**config.mk**
```make
export PLATFORM = sky130hd
export DESIGN_NAME = iec_serial_bus_device
export DESIGN_NICKNAME = d
export VERILOG_FILES = /design/src/rtl/core/iecdev_pkg.sv /design/src/rtl/core/iecdev_regs.sv /design/src/rtl/core/iec_serial_bus_device.sv
export SDC_FILE = /design/constraint.sdc
export NUM_CORES = 1
export LEC_CHECK = 0
export ABC_AREA = 1
export BUFFER_PORTS_ARGS = -buffer_cell sky130_fd_sc_hd__clkbuf_2
export CAP_MARGIN = 20
export CORE_AREA = 2 2 176 126
export DETAILED_ROUTE_END_ITERATION = 16
export DIE_AREA = 0 0 178 128
export GPL_ROUTABILITY_DRIVEN = 0
export HOLD_SLACK_MARGIN = 0.05
export MAX_ROUTING_LAYER = met4
export PLACE_DENSITY = 0.79
export SKIP_CTS_REPAIR_TIMING = 1
export SYNTH_ARGS = -nofsm -noshare
export SYNTH_HDL_FRONTEND = slang
export SYNTH_SLANG_ARGS = --single-unit
```
**constraint.sdc**
```tcl
create_clock -name clk -period 3.9 [get_ports clk]
set_input_delay 0.195 -clock clk [delete_from_list [all_inputs] [get_ports clk]]
set_output_delay 0.195 -clock clk [all_outputs]
set_load 0.01 [all_outputs]
```
**src/rtl/core/iecdev_pkg.sv**
```systemverilog
// ----------------------------------------------------------------------------
// iecdev_pkg: shared types and constants for the serial bus device
// Holds the beat structs, phase enum, contexts, event codes and defaults.
// ----------------------------------------------------------------------------
package iecdev_pkg;

  localparam int unsigned CMD_MAX_LEN_DEF = 32;

  localparam logic [7:0] CODE_LISTEN   = 8'h20;
  localparam logic [7:0] CODE_TALK     = 8'h40;
  localparam logic [7:0] CODE_UNLISTEN = 8'h3F;
  localparam logic [7:0] CODE_DATA     = 8'h60;
  localparam logic [7:0] CODE_HI_MASK  = 8'hF0;
  localparam logic [17:0] ATN_PRE_TICKS = 18'd50;
  localparam logic [17:0] TIMER_CAP     = 18'h3FFFF;

  // Register indexes.
  localparam logic [2:0] REG_DEVNUM   = 3'd0;
  localparam logic [2:0] REG_BIT      = 3'd1;
  localparam logic [2:0] REG_EOI_DET  = 3'd2;
  localparam logic [2:0] REG_EOI_SIG  = 3'd3;
  localparam logic [2:0] REG_NO_EOI   = 3'd4;
  localparam logic [2:0] REG_STABLE   = 3'd5;
  localparam logic [2:0] REG_ATN_DLY  = 3'd6;
  localparam logic [2:0] REG_TIMEOUT  = 3'd7;

  // Actions.
  localparam logic [1:0] ACT_SEND     = 2'd1;
  localparam logic [1:0] ACT_SEND_EOI = 2'd2;

  // Events.
  localparam logic [2:0] EV_NONE   = 3'd0;
  localparam logic [2:0] EV_LISTEN = 3'd1;
  localparam logic [2:0] EV_TALK   = 3'd2;
  localparam logic [2:0] EV_CMD    = 3'd3;
  localparam logic [2:0] EV_ERROR  = 3'd4;
  localparam logic [2:0] EV_SENT   = 3'd5;

  typedef enum logic [1:0] {ROLE_IDLE, ROLE_LISTEN, ROLE_TALK} role_t;
  typedef enum logic [2:0] {CX_PRIMARY, CX_SEC_LISTEN, CX_SEC_TALK, CX_COMMAND,
                            CX_DATA} ctx_t;

  typedef enum logic [4:0] {
    P_IDLE, P_LISTEN_READY, P_TALK_READY, P_ATN_PRE, P_RX_WAIT_READY,
    P_RX_EOI_TIME, P_RX_EOI_ACK, P_RX_EOI_CLK, P_RX_BIT_HIGH, P_RX_BIT_LOW,
    P_TURN_WAIT, P_TURN_1, P_TURN_2, P_SKIP_DELAY, P_SKIP_WAIT_ATN,
    P_POST_DELAY, P_TX_WAIT_ACCEPT, P_TX_WAIT_READY, P_TX_EOI_PAUSE,
    P_TX_EOI_LO, P_TX_EOI_HI, P_TX_PRE, P_TX_BIT_LO, P_TX_BIT_HI,
    P_TX_STABLE, P_TX_WAIT_ACK, P_UNDO_1, P_UNDO_2, P_UNDO_WAIT, P_ERR_WAIT
  } phase_t;

  typedef struct packed {
    logic       atn_low;
    logic       clock_low;
    logic       data_low;
    logic [1:0] action;
    logic [7:0] tx_byte;
  } in_beat_t;

  typedef struct packed {
    logic       drive_clock_low;
    logic       drive_data_low;
    logic       rx_valid;
    logic [7:0] rx_byte;
    logic       rx_eoi;
    logic       rx_is_command;
    logic [2:0] event_res;
    logic [7:0] secondary_code;
    logic       busy_res;
  } out_beat_t;

  typedef struct packed {
    logic [4:0]  device_number;
    logic [7:0]  bit_ticks;
    logic [9:0]  eoi_detect_ticks;
    logic [9:0]  eoi_signal_ticks;
    logic [7:0]  no_eoi_ticks;
    logic [7:0]  stable_ticks;
    logic [9:0]  atn_delay_ticks;
    logic [17:0] timeout_ticks;
  } cfg_t;

endpackage

```
**src/rtl/core/iecdev_regs.sv**
```systemverilog
// ----------------------------------------------------------------------------
// iecdev_regs: configuration register file
// APB-style write and read of the eight timing and address registers.
// ----------------------------------------------------------------------------
module iecdev_regs (
  input  logic                clk,
  input  logic                rst_n,
  input  logic                psel,
  input  logic                penable,
  input  logic                pwrite,
  input  logic [4:0]          paddr,
  input  logic [31:0]         pwdata,
  output logic [31:0]         prdata,
  output logic                pready,
  output iecdev_pkg::cfg_t    cfg
);
  import iecdev_pkg::*;

  cfg_t       cfg_r;
  logic [2:0] idx;

  assign idx    = paddr[4:2];
  assign pready = 1'b1;
  assign cfg    = cfg_r;

  // Register write on the access cycle.
  always_ff @(posedge clk) begin
    if (!rst_n) begin
      cfg_r.device_number    <= 5'd4;
      cfg_r.bit_ticks        <= 8'd70;
      cfg_r.eoi_detect_ticks <= 10'd200;
      cfg_r.eoi_signal_ticks <= 10'd200;
      cfg_r.no_eoi_ticks     <= 8'd20;
      cfg_r.stable_ticks     <= 8'd30;
      cfg_r.atn_delay_ticks  <= 10'd100;
      cfg_r.timeout_ticks    <= 18'd195000;
    end else if (psel && penable && pwrite) begin
      unique case (idx)
        REG_DEVNUM:  cfg_r.device_number    <= pwdata[4:0];
        REG_BIT:     cfg_r.bit_ticks        <= pwdata[7:0];
        REG_EOI_DET: cfg_r.eoi_detect_ticks <= pwdata[9:0];
        REG_EOI_SIG: cfg_r.eoi_signal_ticks <= pwdata[9:0];
        REG_NO_EOI:  cfg_r.no_eoi_ticks     <= pwdata[7:0];
        REG_STABLE:  cfg_r.stable_ticks     <= pwdata[7:0];
        REG_ATN_DLY: cfg_r.atn_delay_ticks  <= pwdata[9:0];
        REG_TIMEOUT: cfg_r.timeout_ticks    <= pwdata[17:0];
        default: ;
      endcase
    end
  end

  // Read mux.
  always_comb begin
    unique case (idx)
      REG_DEVNUM:  prdata = {27'd0, cfg_r.device_number};
      REG_BIT:     prdata = {24'd0, cfg_r.bit_ticks};
      REG_EOI_DET: prdata = {22'd0, cfg_r.eoi_detect_ticks};
      REG_EOI_SIG: prdata = {22'd0, cfg_r.eoi_signal_ticks};
      REG_NO_EOI:  prdata = {24'd0, cfg_r.no_eoi_ticks};
      REG_STABLE:  prdata = {24'd0, cfg_r.stable_ticks};
      REG_ATN_DLY: prdata = {22'd0, cfg_r.atn_delay_ticks};
      REG_TIMEOUT: prdata = {14'd0, cfg_r.timeout_ticks};
      default:     prdata = 32'd0;
    endcase
  end

endmodule

```
**src/rtl/core/iec_serial_bus_device.sv**
```systemverilog
// ----------------------------------------------------------------------------
// iec_serial_bus_device: device side of the serial bus
// Protocol engine stepped once per accepted sample beat.
//
//   channel | direction | beat
//   in_     | input     | one line sample tick plus send request
//   out_    | output    | one line drive and status beat per tick
//   cfg_    | APB       | eight timing and address registers
//
// Each input beat yields one output beat in the next cycle; one per cycle
// while out_ does not stall, set by the combinational phase update between
// the state registers and the output register. Reset is synchronous; state
// and registers return to their defaults. A stall on out_ holds the result
// and stalls in_ only when the output register is full and not being taken.
// ----------------------------------------------------------------------------
module iec_serial_bus_device #(
  parameter int unsigned CMD_MAX_LEN = iecdev_pkg::CMD_MAX_LEN_DEF
) (
  input  logic                  clk,
  input  logic                  rst_n,
  input  logic                  in_valid,
  output logic                  in_stall,
  input  iecdev_pkg::in_beat_t  in_data,
  output logic                  out_valid,
  input  logic                  out_stall,
  output iecdev_pkg::out_beat_t out_data,
  input  logic                  psel,
  input  logic                  penable,
  input  logic                  pwrite,
  input  logic [4:0]            paddr,
  input  logic [31:0]           pwdata,
  output logic [31:0]           prdata,
  output logic                  pready
);
  import iecdev_pkg::*;

  cfg_t cfg;

  iecdev_regs u_regs (
    .clk, .rst_n, .psel, .penable, .pwrite, .paddr, .pwdata, .prdata, .pready,
    .cfg
  );

  // State registers.
  phase_t      phase_r, phase_nxt;
  role_t       role_r, role_nxt, post_role_r, post_role_nxt;
  ctx_t        ctx_r, ctx_nxt;
  logic [7:0]  shift_r, shift_nxt, cmdlen_r, cmdlen_nxt, sec_r, sec_nxt;
  logic [3:0]  bitcnt_r, bitcnt_nxt;
  logic [17:0] timer_r, timer_nxt, tinc;
  logic        eoi_r, eoi_nxt, atns_r, atns_nxt, peoi_r, peoi_nxt;
  logic        dclk_r, dclk_nxt, ddat_r, ddat_nxt;
  logic [2:0]  pev_r, pev_nxt;
  out_beat_t   res, out_r;
  logic        ov_r, step;

  logic atn, lclk, dat;
  assign atn  = in_data.atn_low;
  assign lclk = in_data.clock_low;
  assign dat  = in_data.data_low;

  assign in_stall  = ov_r && out_stall;
  assign step      = in_valid && !in_stall;
  assign out_valid = ov_r;
  assign out_data  = out_r;

  // Saturating wait counter value after this tick.
  assign tinc = (timer_r < TIMER_CAP) ? timer_r + 18'd1 : timer_r;

  // Next state of the protocol engine.
  always_comb begin
    logic [7:0] c;
    logic       to;
    logic [3:0] bc;
    phase_nxt = phase_r; role_nxt = role_r; post_role_nxt = post_role_r;
    ctx_nxt = ctx_r; shift_nxt = shift_r; cmdlen_nxt = cmdlen_r; sec_nxt = sec_r;
    bitcnt_nxt = bitcnt_r; timer_nxt = tinc; eoi_nxt = eoi_r; atns_nxt = atns_r;
    peoi_nxt = peoi_r; dclk_nxt = dclk_r; ddat_nxt = ddat_r; pev_nxt = pev_r;
    res = '0;
    c  = shift_r;
    to = (tinc >= cfg.timeout_ticks);
    bc = bitcnt_r + 4'd1;
    unique case (phase_r)
      P_IDLE: begin
        dclk_nxt = 1'b0; ddat_nxt = 1'b0;
        if (atn) begin
          ddat_nxt = 1'b1; phase_nxt = P_ATN_PRE; timer_nxt = '0;
        end
      end
      P_LISTEN_READY: begin
        dclk_nxt = 1'b0; ddat_nxt = 1'b1;
        if (atn) begin
          phase_nxt = P_ATN_PRE; timer_nxt = '0;
        end else if (!lclk) begin
          ctx_nxt = CX_DATA; eoi_nxt = 1'b0; atns_nxt = 1'b0;
          ddat_nxt = 1'b0; phase_nxt = P_RX_EOI_TIME; timer_nxt = '0;
        end
      end
      P_TALK_READY: begin
        dclk_nxt = 1'b1; ddat_nxt = 1'b0;
        if (atn) begin
          dclk_nxt = 1'b0; ddat_nxt = 1'b1; phase_nxt = P_ATN_PRE; timer_nxt = '0;
        end else if (in_data.action == ACT_SEND || in_data.action == ACT_SEND_EOI) begin
          shift_nxt = in_data.tx_byte; peoi_nxt = (in_data.action == ACT_SEND_EOI);
          phase_nxt = P_TX_WAIT_ACCEPT; timer_nxt = '0;
        end
      end
      P_ATN_PRE:
        if (tinc >= ATN_PRE_TICKS) begin
          ctx_nxt = CX_PRIMARY; eoi_nxt = 1'b0; atns_nxt = 1'b0;
          phase_nxt = P_RX_WAIT_READY; timer_nxt = '0;
        end
      P_RX_WAIT_READY:
        if (!lclk) begin
          ddat_nxt = 1'b0; phase_nxt = P_RX_EOI_TIME; timer_nxt = '0;
        end else if (to) phase_nxt = P_ERR_WAIT;
      P_RX_EOI_TIME:
        if (lclk) begin
          atns_nxt = atn; bitcnt_nxt = '0; shift_nxt = '0;
          phase_nxt = P_RX_BIT_HIGH; timer_nxt = '0;
        end else if (tinc >= 18'(cfg.eoi_detect_ticks)) begin
          eoi_nxt = 1'b1; ddat_nxt = 1'b1; phase_nxt = P_RX_EOI_ACK; timer_nxt = '0;
        end
      P_RX_EOI_ACK:
        if (tinc >= 18'(cfg.bit_ticks)) begin
          ddat_nxt = 1'b0; phase_nxt = P_RX_EOI_CLK; timer_nxt = '0;
        end
      P_RX_EOI_CLK:
        if (lclk) begin
          atns_nxt = atn; bitcnt_nxt = '0; shift_nxt = '0;
          phase_nxt = P_RX_BIT_HIGH; timer_nxt = '0;
        end else if (to) phase_nxt = P_ERR_WAIT;
      P_RX_BIT_HIGH:
        if (!lclk) begin
          shift_nxt = {~dat, shift_r[7:1]}; phase_nxt = P_RX_BIT_LOW; timer_nxt = '0;
        end else if (to) phase_nxt = P_ERR_WAIT;
      P_RX_BIT_LOW:
        if (lclk) begin
          bitcnt_nxt = bc; timer_nxt = '0;
          if (bc >= 4'd8) begin
            ddat_nxt = 1'b1;
            unique case (ctx_r)
              CX_PRIMARY:
                if (c == (CODE_LISTEN | {3'd0, cfg.device_number})) begin
                  ctx_nxt = CX_SEC_LISTEN; eoi_nxt = 1'b0; atns_nxt = 1'b0;
                  phase_nxt = P_RX_WAIT_READY;
                end else if (c == (CODE_TALK | {3'd0, cfg.device_number})) begin
                  ctx_nxt = CX_SEC_TALK; eoi_nxt = 1'b0; atns_nxt = 1'b0;
                  phase_nxt = P_RX_WAIT_READY;
                end else phase_nxt = P_SKIP_DELAY;
              CX_SEC_LISTEN: begin
                sec_nxt = c;
                if ((c & CODE_HI_MASK) == CODE_DATA) begin
                  pev_nxt = EV_LISTEN; post_role_nxt = ROLE_LISTEN;
                  phase_nxt = P_POST_DELAY;
                end else if (c != CODE_UNLISTEN) begin
                  cmdlen_nxt = '0; ctx_nxt = CX_COMMAND; eoi_nxt = 1'b0;
                  atns_nxt = 1'b0; phase_nxt = P_RX_WAIT_READY;
                end else begin
                  pev_nxt = EV_NONE; post_role_nxt = ROLE_IDLE;
                  phase_nxt = P_POST_DELAY;
                end
              end
              CX_SEC_TALK: begin
                sec_nxt = c; phase_nxt = P_TURN_WAIT;
              end
              CX_COMMAND:
                if (atns_r && c == CODE_UNLISTEN) begin
                  pev_nxt = EV_CMD; post_role_nxt = ROLE_IDLE;
                  phase_nxt = P_POST_DELAY;
                end else if (32'(cmdlen_r) >= CMD_MAX_LEN) begin
                  phase_nxt = P_ERR_WAIT;
                end else begin
                  cmdlen_nxt = cmdlen_r + 8'd1;
                  res.rx_valid = 1'b1; res.rx_byte = c; res.rx_eoi = eoi_r;
                  res.rx_is_command = 1'b1;
                  eoi_nxt = 1'b0; atns_nxt = 1'b0; phase_nxt = P_RX_WAIT_READY;
                end
              default: begin
                res.rx_valid = 1'b1; res.rx_byte = c; res.rx_eoi = eoi_r;
                if (eoi_r) begin
                  role_nxt = ROLE_IDLE; phase_nxt = P_IDLE;
                end else phase_nxt = P_LISTEN_READY;
              end
            endcase
          end else phase_nxt = P_RX_BIT_HIGH;
        end else if (to) phase_nxt = P_ERR_WAIT;
      P_TURN_WAIT:
        if (!lclk) begin
          ddat_nxt = 1'b0; phase_nxt = P_TURN_1; timer_nxt = '0;
        end else if (to) phase_nxt = P_ERR_WAIT;
      P_TURN_1:
        if (tinc >= 18'(cfg.bit_ticks)) begin
          dclk_nxt = 1'b1; phase_nxt = P_TURN_2; timer_nxt = '0;
        end
      P_TURN_2:
        if (tinc >= 18'(cfg.bit_ticks)) begin
          pev_nxt = EV_TALK; post_role_nxt = ROLE_TALK;
          phase_nxt = P_POST_DELAY; timer_nxt = '0;
        end
      P_SKIP_DELAY:
        if (tinc >= 18'(cfg.atn_delay_ticks)) begin
          dclk_nxt = 1'b0; ddat_nxt = 1'b0; phase_nxt = P_SKIP_WAIT_ATN;
          timer_nxt = '0;
        end
      P_SKIP_WAIT_ATN:
        if (!atn) begin
          role_nxt = ROLE_IDLE; pev_nxt = EV_NONE; post_role_nxt = ROLE_IDLE;
          phase_nxt = P_POST_DELAY; timer_nxt = '0;
        end
      P_POST_DELAY:
        if (tinc >= 18'(cfg.atn_delay_ticks)) begin
          res.event_res = pev_r; role_nxt = post_role_r; timer_nxt = '0;
          unique case (post_role_r)
            ROLE_LISTEN: begin
              dclk_nxt = 1'b0; ddat_nxt = 1'b1; phase_nxt = P_LISTEN_READY;
            end
            ROLE_TALK: begin
              dclk_nxt = 1'b1; ddat_nxt = 1'b0; phase_nxt = P_TALK_READY;
            end
            default: begin
              dclk_nxt = 1'b0; ddat_nxt = 1'b0; phase_nxt = P_IDLE;
            end
          endcase
        end
      P_TX_WAIT_ACCEPT:
        if (dat) begin
          dclk_nxt = 1'b0; phase_nxt = P_TX_WAIT_READY; timer_nxt = '0;
        end else if (to) phase_nxt = P_ERR_WAIT;
      P_TX_WAIT_READY:
        if (!dat) begin
          phase_nxt = peoi_r ? P_TX_EOI_PAUSE : P_TX_PRE; timer_nxt = '0;
        end else if (to) phase_nxt = P_ERR_WAIT;
      P_TX_EOI_PAUSE:
        if (tinc >= 18'(cfg.eoi_signal_ticks)) begin
          phase_nxt = P_TX_EOI_LO; timer_nxt = '0;
        end
      P_TX_EOI_LO:
        if (dat) begin
          phase_nxt = P_TX_EOI_HI; timer_nxt = '0;
        end else if (to) phase_nxt = P_ERR_WAIT;
      P_TX_EOI_HI:
        if (!dat) begin
          phase_nxt = P_TX_PRE; timer_nxt = '0;
        end else if (to) phase_nxt = P_ERR_WAIT;
      P_TX_PRE:
        if (tinc >= 18'(cfg.no_eoi_ticks)) begin
          bitcnt_nxt = '0; dclk_nxt = 1'b1; ddat_nxt = ~shift_r[0];
          phase_nxt = P_TX_BIT_LO; timer_nxt = '0;
        end
      P_TX_BIT_LO:
        if (tinc >= 18'(cfg.bit_ticks)) begin
          dclk_nxt = 1'b0; phase_nxt = P_TX_BIT_HI; timer_nxt = '0;
        end
      P_TX_BIT_HI:
        if (tinc >= 18'(cfg.bit_ticks)) begin
          shift_nxt = {1'b0, shift_r[7:1]}; bitcnt_nxt = bc; timer_nxt = '0;
          if (bc < 4'd8) begin
            dclk_nxt = 1'b1; ddat_nxt = ~shift_r[1]; phase_nxt = P_TX_BIT_LO;
          end else begin
            dclk_nxt = 1'b1; ddat_nxt = 1'b0; phase_nxt = P_TX_STABLE;
          end
        end
      P_TX_STABLE:
        if (tinc >= 18'(cfg.stable_ticks)) begin
          phase_nxt = P_TX_WAIT_ACK; timer_nxt = '0;
        end
      P_TX_WAIT_ACK:
        if (dat) begin
          timer_nxt = '0;
          if (peoi_r) begin
            ddat_nxt = 1'b1; phase_nxt = P_UNDO_1;
          end else begin
            res.event_res = EV_SENT; phase_nxt = P_TALK_READY;
          end
        end else if (to) phase_nxt = P_ERR_WAIT;
      P_UNDO_1:
        if (tinc >= 18'(cfg.bit_ticks)) begin
          dclk_nxt = 1'b0; phase_nxt = P_UNDO_2; timer_nxt = '0;
        end
      P_UNDO_2:
        if (tinc >= 18'(cfg.bit_ticks)) begin
          phase_nxt = P_UNDO_WAIT; timer_nxt = '0;
        end
      P_UNDO_WAIT:
        if (lclk) begin
          res.event_res = EV_SENT; peoi_nxt = 1'b0; role_nxt = ROLE_IDLE;
          phase_nxt = P_IDLE; timer_nxt = '0;
        end else if (to) phase_nxt = P_ERR_WAIT;
      P_ERR_WAIT: begin
        dclk_nxt = 1'b0; ddat_nxt = 1'b0;
        if (!atn) begin
          res.event_res = EV_ERROR; role_nxt = ROLE_IDLE; phase_nxt = P_IDLE;
          timer_nxt = '0;
        end
      end
      default: begin
        dclk_nxt = 1'b0; ddat_nxt = 1'b0; role_nxt = ROLE_IDLE;
        phase_nxt = P_IDLE; timer_nxt = '0;
      end
    endcase
    // Error path: timeout or command overflow lands here this tick.
    if (phase_nxt == P_ERR_WAIT && phase_r != P_ERR_WAIT) begin
      dclk_nxt = 1'b0; ddat_nxt = 1'b0; role_nxt = ROLE_IDLE; timer_nxt = '0;
      if (!atn) begin
        res.event_res = EV_ERROR; phase_nxt = P_IDLE;
      end
    end
    res.drive_clock_low = dclk_nxt;
    res.drive_data_low  = ddat_nxt;
    res.secondary_code  = sec_nxt;
    res.busy_res        = (phase_nxt != P_TALK_READY);
  end

  // State update on each accepted beat.
  always_ff @(posedge clk) begin
    if (!rst_n) begin
      phase_r <= P_IDLE; role_r <= ROLE_IDLE; post_role_r <= ROLE_IDLE;
      ctx_r <= CX_PRIMARY; shift_r <= '0; cmdlen_r <= '0; sec_r <= '0;
      bitcnt_r <= '0; timer_r <= '0; eoi_r <= 1'b0; atns_r <= 1'b0;
      peoi_r <= 1'b0; dclk_r <= 1'b0; ddat_r <= 1'b0; pev_r <= EV_NONE;
    end else if (step) begin
      phase_r <= phase_nxt; role_r <= role_nxt; post_role_r <= post_role_nxt;
      ctx_r <= ctx_nxt; shift_r <= shift_nxt; cmdlen_r <= cmdlen_nxt;
      sec_r <= sec_nxt; bitcnt_r <= bitcnt_nxt; timer_r <= timer_nxt;
      eoi_r <= eoi_nxt; atns_r <= atns_nxt; peoi_r <= peoi_nxt;
      dclk_r <= dclk_nxt; ddat_r <= ddat_nxt; pev_r <= pev_nxt;
    end
  end

  // Output register.
  always_ff @(posedge clk) begin
    if (!rst_n) ov_r <= 1'b0;
    else if (step) ov_r <= 1'b1;
    else if (!out_stall) ov_r <= 1'b0;
  end

  always_ff @(posedge clk) begin
    if (step) out_r <= res;
  end

`ifndef NO_ASSERTIONS
  a_busy: assert property (@(posedge clk) disable iff (!rst_n)
    $past(step) |-> (out_r.busy_res == (phase_r != P_TALK_READY)))
    else $error("busy flag disagrees with phase");
  a_talk_drv: assert property (@(posedge clk) disable iff (!rst_n)
    (phase_r == P_TALK_READY) |-> (dclk_r && !ddat_r))
    else $error("talker ready without clock held low");
  a_err_rel: assert property (@(posedge clk) disable iff (!rst_n)
    (phase_r == P_ERR_WAIT) |-> (!dclk_r && !ddat_r && role_r == ROLE_IDLE))
    else $error("error wait with lines driven");
  a_rx_ev: assert property (@(posedge clk) disable iff (!rst_n)
    (ov_r && out_r.rx_valid) |-> (out_r.event_res == EV_NONE))
    else $error("byte and event in the same beat");
`endif

endmodule

```
* After elaboration in Yosys (flattened, before gate mapping) *
Index checks and enable logic that the tools add are counted.

word-level totals
  memories = 0
  bits in latches = 0
  logic and storage cells = 372
  RAM bits = 0
  ROM bits = 0
  register bits after elaboration = 167

cells by class
  multiplexer cells = 183
  add/sub/neg operators = 3
  bitwise logic cells = 7
  div/mod/pow operators = 0
  order comparisons = 12
  reductions and logical operators = 53
  equal/unequal tests = 82
  multipliers = 0
  shift operators = 0

operators by type and width
  cell                                                                     number
  18-bit 2-to-1 mux                                                        19
  18-bit case mux with 15 select lines                                     1
  32-bit case mux with 8 select lines                                      1
  5-bit 2-to-1 mux                                                         40
  5-bit case mux with 30 select lines                                      1
  8-bit 2-to-1 mux                                                         13
  5-bit equality test (second input constant)                              15
  3-bit 2-to-1 mux                                                         24
  18-bit by 10-bit >= comparator with 1-bit output                         3
  18-bit by 8-bit >= comparator with 1-bit output                          3
  1-bit 2-to-1 mux                                                         47
  5-bit by 4-bit equality test with 1-bit output (second input constant)   8
  2-bit != test (second input constant)                                    19
  4-bit 2-to-1 mux                                                         9
  8-bit case mux with 4 select lines                                       1
  11-bit 2-to-1 mux                                                        2
  3-bit != test (second input constant)                                    7
  5-bit by 3-bit equality test with 1-bit output (second input constant)   4
  10-bit case mux with 2 select lines                                      1
  5-bit case mux with 4 select lines                                       1
  18-bit by 1-bit adder with 18-bit output (second input constant)         1
  18-bit >= comparator                                                     1
  18-bit by 6-bit >= comparator with 1-bit output (second input constant)  1
  18-bit less-than comparator (second input constant)                      1
  other kinds (58)                                                         117

* Longest topological paths before layout *
  word-level depth = 11
  gate-level depth with buffers = 33
  mapped depth without buffers = 31

* Cells and area by module *
From an unflattened synthesis, not the netlist that was laid out.

unflattened totals
  cell total of the unflattened synthesis = 1835
  area, all modules = 12129.1 um^2

modules (own cells, without submodules)
  module                 cells an instance  instances  area each (um^2)
  iec_serial_bus_device  1313               1          8525.7
  iecdev_regs            522                1          3603.5

* Least setup slack after synthesis *
No wires, ideal clock.

  path kind = register -> register
  start = register timer_r[0]
  end = register out_r, in the netlist out_data[23] (data pin)
  data required time = 3.652 ns
  stages on the path, launching flop included = 27
  arrival time = 3.819 ns
  clock period less this slack = 4.067 ns
  path slack = -0.167 ns
  buffers on the path = 2
  cell sequence = dfxtp_1 > ha_1 > buf_2 > inv_1 > nor2_4 > nand2_4 > nor2_1 > nand2_1 > o21ai_0 > ha_1 > a21oi_1 > o21ai_0 > nand2_1 > nand2_1 > nand2_1 > nand2_1 > a21boi_0 > nand3_1 > nand2_1 > nand3_1 > nand2_1 > nand3_2 > nor3_4 > nand3_2 > buf_6 > nand2_4 > inv_2

between the ends
  word-level cells in the longest chain between the ends = 9
  elaborated cells on any way between the ends = 50
  classes of those cells = add/sub: 1; order compare: 9; eq/ne: 1; mux: 38; reduce/logical: 1

ends and longest elaborated chain
  item                                                                                      RTL line                                                   text
  start, declared                                                                           iec_serial_bus_device.sv:50                                logic [17:0] timer_r, timer_nxt, tinc;
  start signal, assigned                                                                    iec_serial_bus_device.sv:325                               sec_r <= sec_nxt; bitcnt_r <= bitcnt_nxt; timer_r <= timer_nxt;
  18-bit by 1-bit adder with 18-bit output or 18-bit less-than comparator (tied branches)   iec_serial_bus_device.sv:68                                assign tinc = (timer_r < TIMER_CAP) ? timer_r + 18'd1 : timer_r;
  18-bit 2-to-1 mux (*)                                                                     iec_serial_bus_device.sv:68
  18-bit >= comparator or 18-bit by 10-bit >= comparator with 1-bit output (tied branches)  iec_serial_bus_device.sv:81, iec_serial_bus_device.sv:121
  5-bit 2-to-1 mux (on tied branches)                                                       --
  5-bit 2-to-1 mux, or another cell as far along                                            iec_serial_bus_device.sv:286                               if (lclk) begin
  5-bit case mux with 30 select lines                                                       iec_serial_bus_device.sv:83                                unique case (phase_r)
  5-bit equality test                                                                       iec_serial_bus_device.sv:303                               if (phase_nxt == P_ERR_WAIT && phase_r != P_ERR_WAIT) begin
  1-bit logical AND                                                                         iec_serial_bus_device.sv:303
  1-bit 2-to-1 mux (*)                                                                      iec_serial_bus_device.sv:303
  net ddat_nxt                                                                              iec_serial_bus_device.sv:52                                logic dclk_r, dclk_nxt, ddat_r, ddat_nxt;
  end signal, assigned                                                                      iec_serial_bus_device.sv:339                               if (step) out_r <= res;
  end, declared                                                                             iec_serial_bus_device.sv:54                                out_beat_t res, out_r;

Mark *: on every way through the listed nets, which the timed path passes. The rest lies on a longest branch.
A chain may end at the register's enable or synchronous reset.

==> flow_summary.ini <==
[global_routing]
grt_antenna_before_repair = 0
grt_pass1_vias = 11186
track_usage = 0.3356
grt-ovfl-total = 0
use_met1 = 0.4536
grt_busiest_layer = met2
grtUsageMet3 = 0.1136
grt_max_degree = 79
met2_usage = 0.4663
grt_pass1_wl_mm = 57.88

[min_path]
min_from = pwdata[10]
hold_class = in2reg

[detailed_routing]
first_pass_iters = 14
wl_per_cell_um = 18.24
drt_iter0_drc = 1713
vias_per_cell = 5.944
routed_wl_mm = 38.35
drtAntennaViolNets = 0
vias = 12500
drc = 0

[timing]
holdWs_ns = 0.05498
post-route-period-util = 1.005
clock-skew-final_ns = 0.01405
slew_headroom = 0.3226
clock.fmax_mhz = 255.1
drv_slew = 0
hold_viol = 0
worst_pin_slew_ns = 1.008
fin_crit_ns = 3.919
rsz0062_at_grt = true
timing.final.ws_setup_ns = -0.01943
setup_viol = 1

[worst_setup_path]
required_ns = 4.07
r2r_start = timer_r[17]
setup.worst_path.start = timer_r[17]
path_delay_family = simple AND/OR/NAND/NOR gates
crit_buf_inv = 7
worstPathMaxFanout = 5
slowest_delay_ns = 0.45
slowest_stage = dfxtp_1
cp-start-kind = flop
path_class = reg2reg
arrival_ns = 4.09
crit_path_end_kind = flop

[power_and_ir_drop]
p_sw_uw = 1382
pwr-share-seq = 0.427
p_int_uw = 2945
power.clock.fraction = 0.386
vdd_drop_max_uv = 344.3
combPwrFrac = 0.188
power_leakage_uw = 0.006364
swShare = 0.3193
cellPowerDensity_nw_per_um2 = 317.9

[final_layout]
final_nets = 1942
area_growth_pct = 18.75
postLayoutCellArea_sq_um = 13610
layout-drive-gt1-share = 0.1885

[synth]
yosysSeqAreaShare = 0.3118
synth_cell_types = 62
netlist_area_sq_um = 11460
synth.avg_cell_area_sq_um = 6.941
synth-edff-count = 25
yosysWarningCount = 0
synth-main-ff-cell = dfxtp_1
synth.ff_latch_count = 166
async_flop_share = 0
netlist_instances = 1651

[floorplan]
rows = 45
start_util = 0.5399
dieArea_sq_um = 22780
num_io_pins = 117
coreArea_sq_um = 21230
die_width_um = 178
die_y_um = 128

[clocking]
clock_latency_ns = 0.45
clock_sinks = 166
clock_path_buffers = 2
tritoncts = yes
htreeDepth = 4
cts_buffers = 17
clk_pin_slew_ns = 0.08
cts_root_buf = clkbuf_16

[job]
cap_viol_max_count = 0

[place]
dpl_cell_area_sq_um = 12500
hpwlAfterDp_mm = 27.97
portBuffers = 85

[status]
run_status = finished with violations
violations = setup timing
==> cell type report <==
type                            count  area, sq um
Antenna cell                        1        2.502
Clock buffer                       19        454.2
Clock inverter                     13        112.6
Fill cell                        1824         7619
Inverter                          259        972.2
Multi-Input combinational cell   1180         6859
Sequential cell                   166         3607
Tap cell                          282        352.8
Timing Repair Buffer              183         1247
==> layer usage <==
metal | vias up | wire [um]
li1 | 5863 | -
met1 | 5706 | 16030
met2 | 775 | 15880
met3 | 156 | 5257
met4 | 0 | 1183
met5 | - | 0
==> metrics by stage <==
step	total power, uW	TNS, ns	std cells	setup WS, ns	utilization
3_3_place_gp	2579	0	2038	0.04772	0.5887
2_1_floorplan	2340	0	1664	0.05729	-
3_5_place_dp	2596	-0.8616	2038	-0.1087	0.5887
5_1_grt	4464	-3.826	2102	-0.1919	0.6410
6_report	4326	-0.01943	2103	-0.01943	0.6411
4_1_cts	4234	-1.559	2070	-0.1370	0.6154
==> worst register-to-register path, cell delays in order (launching register included) <==
cell	delay (ns)
dfxtp_1	0.45
nand2_1	0.10
nor2_1	0.12
nand2_2	0.10
inv_1	0.11
nand2_4	0.08
buf_4	0.14
nand3_2	0.09
nand2_2	0.07
inv_2	0.09
ha_1	0.25
nand2_1	0.12
o21ai_0	0.11
a21oi_1	0.18
nand4_1	0.11
buf_4	0.18
buf_4	0.16
nor2_1	0.08
nand2_1	0.06
nand3_1	0.08
nand3b_1	0.13
nor3_4	0.27
nor3_4	0.08
buf_6	0.13
nand4_4	0.12
buf_6	0.14
o211ai_1	0.10
==> sequential cells by signal, indices dropped and copies added (netlist names), 2 cells and up <==
register     flops
u_regs.cfg      77
out_data        25
timer_r         18
cmdlen_r         8
sec_r            8
shift_r          8
phase_r          5
bitcnt_r         4
ctx_r            3
pev_r            2
post_role_r      2
==> power groups by stage <==
stage / sequential [uW] / combinational, uW / clock [uW]
2_1_floorplan: 1870 / 467 / 0
3_3_place_gp: 1880 / 699 / 0
3_5_place_dp: 1880 / 714 / 0
4_1_cts: 1840 / 719 / 1670
5_1_grt: 1850 / 875 / 1740
6_report: 1850 / 813 / 1670
==> synthesized netlist by cell type (all sizes together) (4+ instances only) <==
master | number | area [sq um]
nand2 | 267 | 1095
inv | 253 | 949.7
nor2 | 203 | 853.3
o21ai | 152 | 760.7
a21oi | 151 | 804.5
dfxtp | 141 | 2823
nand3 | 104 | 595.6
ha | 78 | 975.9
nor3 | 34 | 192.7
clkbuf | 32 | 120.1
buf | 28 | 206.4
edfxtp | 25 | 750.7
a31oi | 20 | 125.1
nand4 | 20 | 131.4
o211ai | 19 | 147.6
o22ai | 15 | 93.84
nor4 | 14 | 102.6
a211oi | 10 | 75.07
xor2 | 8 | 70.07
a221oi | 7 | 61.31
nor3b | 7 | 52.55
o221ai | 7 | 61.31
xnor2 | 7 | 61.31
clkinv | 6 | 22.52
o2111ai | 6 | 52.55
and3 | 5 | 31.28
o21bai | 5 | 37.54
a22oi | 4 | 30.03
==> worst paths after layout <==
kind | end | slack (ns) | depth (start not counted)
worst max-delay path | out_data[11] | -0.02 | 26
worst min-delay path | u_regs.cfg[10] | 0.05 | 3
worst max register to register | out_data[11] | -0.02 | 26
worst min register to register | pev_r[0] | 0.47 | 2
==> cells in the final DEF, fill, tap and decap left out, types with 6 or more instances in the layout <==
cell type and n:
a211oi_1 10, a21oi_1 137, a21oi_2 13, a221oi_1 7
a31oi_1 20, buf_4 78, buf_6 9, clkbuf_16 18
clkbuf_2 85, clkinv_1 6, conb_1 15, dfxtp_1 128
dfxtp_2 6, dfxtp_4 7, dlygate4sd3_1 7, edfxtp_1 25
ha_1 76, inv_1 239, inv_2 14, nand2_1 230
nand2_2 30, nand2_4 8, nand3_1 85, nand3_2 18
nand4_1 19, nor2_1 183, nor2_4 14, nor3_1 32
nor3b_1 6, nor4_1 13, o2111ai_1 6, o211ai_1 18
o21ai_0 140, o21ai_1 10, o221ai_1 7, o22ai_1 15
xor2_1 7
==> logic make-up after synthesis <==
| family | Yosys count | share of synthesized area |
|---|---|---|
| compound gates | 410 | 0.2069 |
| xor+xnor | 15 | 0.01146 |
| fa+ha+maj | 78 | 0.08516 |
| buf+inv | 319 | 0.1133 |
| flops | 166 | 0.3118 |
| other cells | 2 | 0.0006553 |
| simple gates | 661 | 0.2707 |
No activity file was read; power rests on OpenSTA's default activity.
